$ cat src/rwd_pkg.sv
// Package for the register word to double decoder: format codes and helpers.
// No dependencies.
package rwd_pkg;

    typedef enum logic [3:0] {
        FMT_U8    = 4'd0,
        FMT_S8    = 4'd1,
        FMT_U16   = 4'd2,
        FMT_S16   = 4'd3,
        FMT_U32   = 4'd4,
        FMT_S32   = 4'd5,
        FMT_U64   = 4'd6,
        FMT_S64   = 4'd7,
        FMT_SGL   = 4'd8,
        FMT_PK8   = 4'd9,
        FMT_PK16  = 4'd10,
        FMT_PK24  = 4'd11,
        FMT_PK32  = 4'd12
    } fmt_t;

    // decoded integer kind handed to the normalizer
    typedef struct packed {
        logic        is_float;
        logic        neg;
        logic [63:0] mag;
        logic [31:0] fbits;
    } dec_t;

    // packed BCD byte to binary, 0..165
    function automatic logic [7:0] bcd_to_bin(input logic [7:0] b);
        logic [7:0] hi10;
        begin
            hi10 = ({4'd0, b[7:4]} << 3) + ({4'd0, b[7:4]} << 1);
            return hi10 + {4'd0, b[3:0]};
        end
    endfunction

endpackage

$ cat src/rwd_decode.sv
// Stages 1 to 3: word/byte reordering and field decode into sign and magnitude.
// Depends on rwd_pkg.
module rwd_decode (
    input  logic        clk,
    input  logic        rst_n,
    input  logic        en,
    input  logic [3:0]  format_code,
    input  logic        words_reversed,
    input  logic        bytes_swapped,
    input  logic [15:0] reg_word_0,
    input  logic [15:0] reg_word_1,
    input  logic [15:0] reg_word_2,
    input  logic [15:0] reg_word_3,
    output rwd_pkg::dec_t dec
);
    import rwd_pkg::*;

    logic [15:0] raw [4];
    logic [15:0] w_next [4];
    logic [15:0] w_reg [4];
    logic [3:0]  fmt_reg;
    logic [7:0]  bcd_b1_reg;
    logic [3:0]  fmt2_reg;
    logic [63:0] v_reg;
    logic [15:0] bcd_lo_reg;
    logic [15:0] bcd_hi_reg;
    logic [1:0]  n;
    logic [63:0] v_next;
    logic [7:0]  c0, c1, c2, c3;
    dec_t        dec_next;

    assign raw[0] = reg_word_0;
    assign raw[1] = reg_word_1;
    assign raw[2] = reg_word_2;
    assign raw[3] = reg_word_3;

    // reorder only the words the format uses
    always_comb
    begin
        case (format_code)
            FMT_U32, FMT_S32, FMT_SGL, FMT_PK24, FMT_PK32: n = 2'd1;
            FMT_U64, FMT_S64: n = 2'd3;
            default: n = 2'd0;
        endcase
        for (int i = 0; i < 4; i++)
        begin
            logic [15:0] x;
            x = words_reversed ? raw[2'(n - 2'(i))] : raw[i];
            if (2'(i) > n) x = 16'd0;
            w_next[i] = bytes_swapped ? {x[7:0], x[15:8]} : x;
        end
    end

    always_ff @(posedge clk or negedge rst_n)
    begin
        if (!rst_n)
            fmt_reg <= 4'd0;
        else if (en)
        begin
            fmt_reg <= format_code;
            w_reg   <= w_next;
        end
    end

    // BCD bytes to binary, pair them as two-digit-pair halves
    assign c0 = bcd_to_bin(w_reg[0][15:8]);
    assign c1 = bcd_to_bin(w_reg[0][7:0]);
    assign c2 = bcd_to_bin(w_reg[1][15:8]);
    assign c3 = bcd_to_bin(w_reg[1][7:0]);

    always_ff @(posedge clk or negedge rst_n)
    begin
        if (!rst_n)
            fmt2_reg <= 4'd0;
        else if (en)
        begin
            fmt2_reg   <= fmt_reg;
            v_reg      <= {w_reg[0], w_reg[1], w_reg[2], w_reg[3]};
            bcd_hi_reg <= 16'(c0) * 16'd100 + {8'd0, c1};
            bcd_lo_reg <= 16'(c2) * 16'd100 + {8'd0, c3};
            bcd_b1_reg <= c1;
        end
    end

    // sign and magnitude per format
    always_comb
    begin
        dec_next.is_float = 1'b0;
        dec_next.neg      = 1'b0;
        dec_next.fbits    = v_reg[63:32];
        v_next            = {48'd0, v_reg[63:48]};
        case (fmt2_reg)
            FMT_U8: v_next = {56'd0, v_reg[55:48]};
            FMT_S8:
            begin
                dec_next.neg = v_reg[55];
                v_next = v_reg[55] ? {55'd0, 9'h100 - {1'b0, v_reg[55:48]}}
                                   : {56'd0, v_reg[55:48]};
            end
            FMT_S16:
            begin
                dec_next.neg = v_reg[63];
                v_next = v_reg[63] ? {47'd0, 17'h10000 - {1'b0, v_reg[63:48]}}
                                   : {48'd0, v_reg[63:48]};
            end
            FMT_U32: v_next = {32'd0, v_reg[63:32]};
            FMT_S32:
            begin
                dec_next.neg = v_reg[63];
                v_next = v_reg[63] ? {31'd0, 33'h100000000 - {1'b0, v_reg[63:32]}}
                                   : {32'd0, v_reg[63:32]};
            end
            FMT_U64: v_next = v_reg;
            FMT_S64:
            begin
                dec_next.neg = v_reg[63];
                v_next = v_reg[63] ? (~v_reg) + 64'd1 : v_reg;
            end
            FMT_SGL:  dec_next.is_float = 1'b1;
            FMT_PK8:  v_next = {56'd0, bcd_b1_reg};
            FMT_PK16: v_next = {48'd0, bcd_hi_reg};
            // first byte is padding; low byte of word 0 leads
            FMT_PK24: v_next = {32'd0, 32'(bcd_b1_reg) * 32'd10000}
                               + {48'd0, bcd_lo_reg};
            FMT_PK32: v_next = 64'(32'(bcd_hi_reg) * 32'd10000) + {48'd0, bcd_lo_reg};
            default:  v_next = {48'd0, v_reg[63:48]};
        endcase
        dec_next.mag = v_next;
    end

    always_ff @(posedge clk)
    begin
        if (en)
            dec <= dec_next;
    end

endmodule

$ cat src/rwd_convert.sv
// Stages 4 and 5: leading-one search, normalize with rounding, single widening.
// Depends on rwd_pkg.
module rwd_convert (
    input  logic          clk,
    input  logic          en,
    input  rwd_pkg::dec_t dec,
    output logic [63:0]   value_bits
);
    import rwd_pkg::*;

    logic        flt_reg, neg_reg;
    logic [63:0] mag_reg;
    logic [5:0]  p_reg;
    logic [5:0]  p_next;
    logic [31:0] fb_reg;
    logic [63:0] dbl_next;
    logic [63:0] flt_next;

    // leading one position
    always_comb
    begin
        p_next = 6'd0;
        for (int i = 1; i < 64; i++)
            if (dec.mag[i]) p_next = 6'(i);
    end

    always_ff @(posedge clk)
    begin
        if (en)
        begin
            flt_reg <= dec.is_float;
            neg_reg <= dec.neg;
            mag_reg <= dec.mag;
            p_reg   <= p_next;
            fb_reg  <= dec.fbits;
        end
    end

    // normalize and round to nearest even
    always_comb
    begin
        logic [63:0]  norm;
        logic [53:0]  keep;
        logic         g, st;
        logic [10:0]  ex;
        norm = mag_reg << (6'd63 - p_reg);
        g    = norm[10];
        st   = |norm[9:0];
        keep = {1'b0, norm[63:11]} + {53'd0, g & (st | norm[11])};
        ex   = 11'd1023 + {5'd0, p_reg};
        if (keep[53])
        begin
            ex   = ex + 11'd1;
            keep = keep >> 1;
        end
        if (mag_reg == 64'd0)
            dbl_next = 64'd0;
        else
            dbl_next = {neg_reg, ex, keep[51:0]};
    end

    // single to double, exact
    always_comb
    begin
        logic [7:0]  e;
        logic [22:0] m;
        logic [4:0]  q;
        e = fb_reg[30:23];
        m = fb_reg[22:0];
        q = 5'd0;
        for (int i = 1; i < 23; i++)
            if (m[i]) q = 5'(i);
        if (e == 8'd0)
        begin
            if (m == 23'd0)
                flt_next = {fb_reg[31], 63'd0};
            else
                flt_next = {fb_reg[31], 11'(11'd874 + {6'd0, q}),
                            52'({29'd0, m} << (6'd52 - {1'b0, q}))};
        end
        else if (e == 8'hFF)
            flt_next = {fb_reg[31], 11'h7FF, (m != 23'd0), m[21:0], 29'd0}
                       | {12'd0, m[22], 51'd0};
        else
            flt_next = {fb_reg[31], 11'({3'd0, e} + 11'd896), m, 29'd0};
    end

    always_ff @(posedge clk)
    begin
        if (en)
            value_bits <= flt_reg ? flt_next : dbl_next;
    end

endmodule

$ cat src/register_words_to_double.sv
// Register word to IEEE double decoder, top level.
// Pipeline of five register stages.
// Throughput one word per cycle while a waiting result is not stalled.
// The pipeline advances whenever its output is empty or taken; stall holds all stages.
// Reset clears the stage valid bits and format registers; data registers are not reset.
// Depends on rwd_pkg, rwd_decode, rwd_convert.
module register_words_to_double (
    input  logic        clk,
    input  logic        rst_n,
    input  logic        in_valid,
    output logic        in_stall,
    input  logic [3:0]  format_code,
    input  logic        words_reversed,
    input  logic        bytes_swapped,
    input  logic [15:0] reg_word_0,
    input  logic [15:0] reg_word_1,
    input  logic [15:0] reg_word_2,
    input  logic [15:0] reg_word_3,
    output logic        out_valid,
    input  logic        out_stall,
    output logic [63:0] value_bits
);
    import rwd_pkg::*;

    logic [4:0] vld_reg;
    logic       en;
    dec_t       dec;

    // whole pipe moves unless a result is waiting and stalled
    assign en        = !(vld_reg[4] && out_stall);
    assign in_stall  = !en;
    assign out_valid = vld_reg[4];

    always_ff @(posedge clk or negedge rst_n)
    begin
        if (!rst_n)
            vld_reg <= 5'd0;
        else if (en)
            vld_reg <= {vld_reg[3:0], in_valid};
    end

    rwd_decode u_decode (
        .clk            (clk),
        .rst_n          (rst_n),
        .en             (en),
        .format_code    (format_code),
        .words_reversed (words_reversed),
        .bytes_swapped  (bytes_swapped),
        .reg_word_0     (reg_word_0),
        .reg_word_1     (reg_word_1),
        .reg_word_2     (reg_word_2),
        .reg_word_3     (reg_word_3),
        .dec            (dec)
    );

    rwd_convert u_convert (
        .clk        (clk),
        .en         (en),
        .dec        (dec),
        .value_bits (value_bits)
    );

endmodule
$ cat config.mk
export PLATFORM = sky130hd
export DESIGN_NAME = register_words_to_double
export DESIGN_NICKNAME = d
export VERILOG_FILES = /design/src/rwd_pkg.sv /design/src/rwd_decode.sv /design/src/rwd_convert.sv /design/src/register_words_to_double.sv
export SDC_FILE = /design/constraint.sdc
export NUM_CORES = 2
export LEC_CHECK = 0
export BUFFER_PORTS_ARGS = -buffer_cell sky130_fd_sc_hd__buf_2
export CAP_MARGIN = 10
export CORE_MARGIN = 2
export CORE_UTILIZATION = 25
export DETAILED_ROUTE_END_ITERATION = 12
export PLACE_DENSITY = 0.4
export REMOVE_ABC_BUFFERS = 1
export SYNTH_ARGS = -nofsm -noshare
export SYNTH_HDL_FRONTEND = slang
export SYNTH_SLANG_ARGS = --single-unit
$ cat constraint.sdc
create_clock -name clk -period 11.7 [get_ports clk]
set_clock_uncertainty 0.15 [all_clocks]
set_input_delay 0.585 -clock clk [delete_from_list [all_inputs] [get_ports clk]]
set_output_delay 0.585 -clock clk [all_outputs]
set_load 0.005 [all_outputs]
==> flow_summary.toml <==
[status]
status = "finished clean"

[logic_synthesis]
synth_warnings = 0
synth_enable_flop_cells = 430
async_flop_share_pct = 2.93
synth.distinct_cells = 104
ys_seq_elements = 443
avgSynthCellArea_um2 = 9.98
synth_top_flop_cell = "edfxtp_1"
netlist_area_um2 = 37600
syn_inst = 3768
yosysSeqAreaShare_pct = 35.2

[placement]
place_area_um2 = 40400
place_congestion = 0.971
portBuffers = 139
dp_cells = 5774
dp_hpwl_mm = 114

[drt]
drt-total-wl_mm = 147
postRouteAntennaNets = 0
drt_iter0_markers = 2980
drc = 0
drtPass1Iterations = 8
via_count = 31059
via_per_inst = 5.29
wl_per_cell_um = 25.0

[grt]
grtUsageTotal_pct = 18.8
grt_pass1_wl_mm = 216
overflow = 0
grt_max_degree = 98
first_global_vias = 30577
antenna_found_initial = 2

[sta]
setup_viol = 0
rsz0062_at_grt = "no"
tns_ps = 0
drv_slew = 0
tightest_slew_ps = 1220
layout_min_cycle_time_ps = 6520
hold_viol = 0
slew-limit-headroom_pct = 18.0
hold_ws_ps = 61.2
post-route-period-util_pct = 55.7
fmax_mhz = 153

[worst_hold_path]
hold_path_class = "input pin to register"
hp-start = "in_valid"

[layout]
regMostFlops = "u_decode.dec"
multi_input_area_um2 = 22400
fin_area_um2 = 42200
drive_gt1_share_pct = 14.4
antenna_cells = 0
syn2layout_area_growth_pct = 12.1
regArea_um2 = 13200
final_cells = 5873
largest_reg_flops = 98
n_fill_cell = 15854
finalNetCount = 4192

[floorplan]
initial_core_util_pct = 25.1
placementRows = 142
die_width_um = 392
num_io_pins = 140
die_h_um = 392
coreArea_um2 = 150000
die_area_um2 = 154000

[clock_network]
ctsRootBufferMaster = "clkbuf_16"
clock_path_buffers = 3
h-tree-depth = 2
clk_latency_ps = 670
clk_pin_slew_ps = 60
cts_sinks = 443
cts_resized = 0
cts_tree = "done"
cts_buffers = 54

[worst_setup_path]
crit_required_ps = 12070
start_kind = "register"
startpoint = "u_convert.p_reg[0]"
cp_max_fo = 58
crit_type = "register to register"
r2r_start = "u_convert.p_reg[0]"
worstPathArrival_ps = 6890
cp-end-kind = "register"

[job]
maxCapViolations = 0
[routing by layer]
metal / track usage [%] / wire, µm
met3: 2.29 / 8450
met1: 25.3 / 64200
met5: 0 / 18
met2: 30.7 / 67900
met4: 7.14 / 5990
[cells in the final DEF (no fill, tap or decap), drive strengths merged, types with 22 or more instances in the layout]
cell	n
or2	23
o211ai	40
nand2	316
nor2b	35
o21ai	176
o21bai	27
a22oi	33
mux2	127
or3	35
and3	23
edfxtp	430
and2	29
o31ai	28
o22ai	65
or4	23
ha	237
a21o	36
mux4	77
nand3	79
nor2	274
nand2b	27
a31oi	41
clkbuf	60
mux2i	134
fa	66
nor4	64
xnor2	145
o21a	23
a311oi	22
a211oi	29
buf	203
a221oi	22
clkinv	28
a21oi	161
nor3	68
xor2	102
inv	259
[final timing paths]
kind	to	slack, ps	depth (start not counted)
setup / recovery	u_convert.value_bits[45]	5180	12
hold / removal	vld_reg[0]	60	2
setup reg to reg	u_convert.value_bits[45]	5180	12
hold reg to reg	u_decode.v_reg[10]	260	0
max in group asynchronous	u_decode.fmt2_reg[0]	10870	2
min in group asynchronous	u_decode.fmt_reg[0]	250	2
[stage by stage]
stage               worst slack (ps)  utilization [%]
floorplan                        326                -
global placement                5280             27.0
detailed placement              5180             27.0
CTS                             5190             28.2
global route                    4790             28.2
finish                          5180             28.2
[worst max-delay path, stage by stage, from the launching register on]
cell,delay [ps]
edfxtp_1,320
buf_4,530
buf_4,770
mux2_2,390
a211oi_1,150
or2_2,440
a221oi_1,640
a211oi_1,240
or4_4,610
nor4b_4,470
nand4_1,1010
o311ai_0,440
a31o_2,160
[repair_timing]
| item | CTS | global route |
|---|---|---|
| hold buffers | 1 | 0 |
| endpoints found under the hold margin | 13 | 0 |
| setup buffers | 0 | 0 |
[cell usage after synthesis (41+ instances only)]
cell,n,share of area (%)
xnor2_1,145,3.4
o21ai_0,174,2.3
nand3_1,77,1.0
inv_1,249,2.5
clkbuf_1,145,1.4
mux2i_1,134,3.6
edfxtp_1,430,34
fa_1,66,3.5
a31oi_1,41,0.68
a21oi_1,161,2.1
xor2_1,102,2.4
nor2_1,274,2.7
nor3_1,67,0.89
o22ai_1,65,1.1
nor4_1,64,1.1
nand2_1,316,3.2
mux4_2,72,4.3
mux2_2,126,3.8
ha_1,237,7.9
[area by class of cell]
| type | count | area share, % |
|---|---|---|
| tap | 2016 | 5.98 |
| clock inverter | 38 | 1.00 |
| sequential | 443 | 31.4 |
| multi-input combinational | 2855 | 53.2 |
| clock buffer | 60 | 3.26 |
| timing repair buffer | 204 | 2.82 |
| inverter | 257 | 2.29 |
[cells by family after synthesis]
kind of cell / count (synthesis) / share of synthesized area (%)
simple gates: 1054 / 13.6
mux: 338 / 12.0
xor+xnor: 247 / 5.75
fa+ha+maj: 303 / 11.4
compound gates: 913 / 16.7
flops: 443 / 35.2
buf+inv: 470 / 5.28
Power is not shown: default switching activity piles up to over one toggle a cycle in this logic, so the estimate is an artifact.
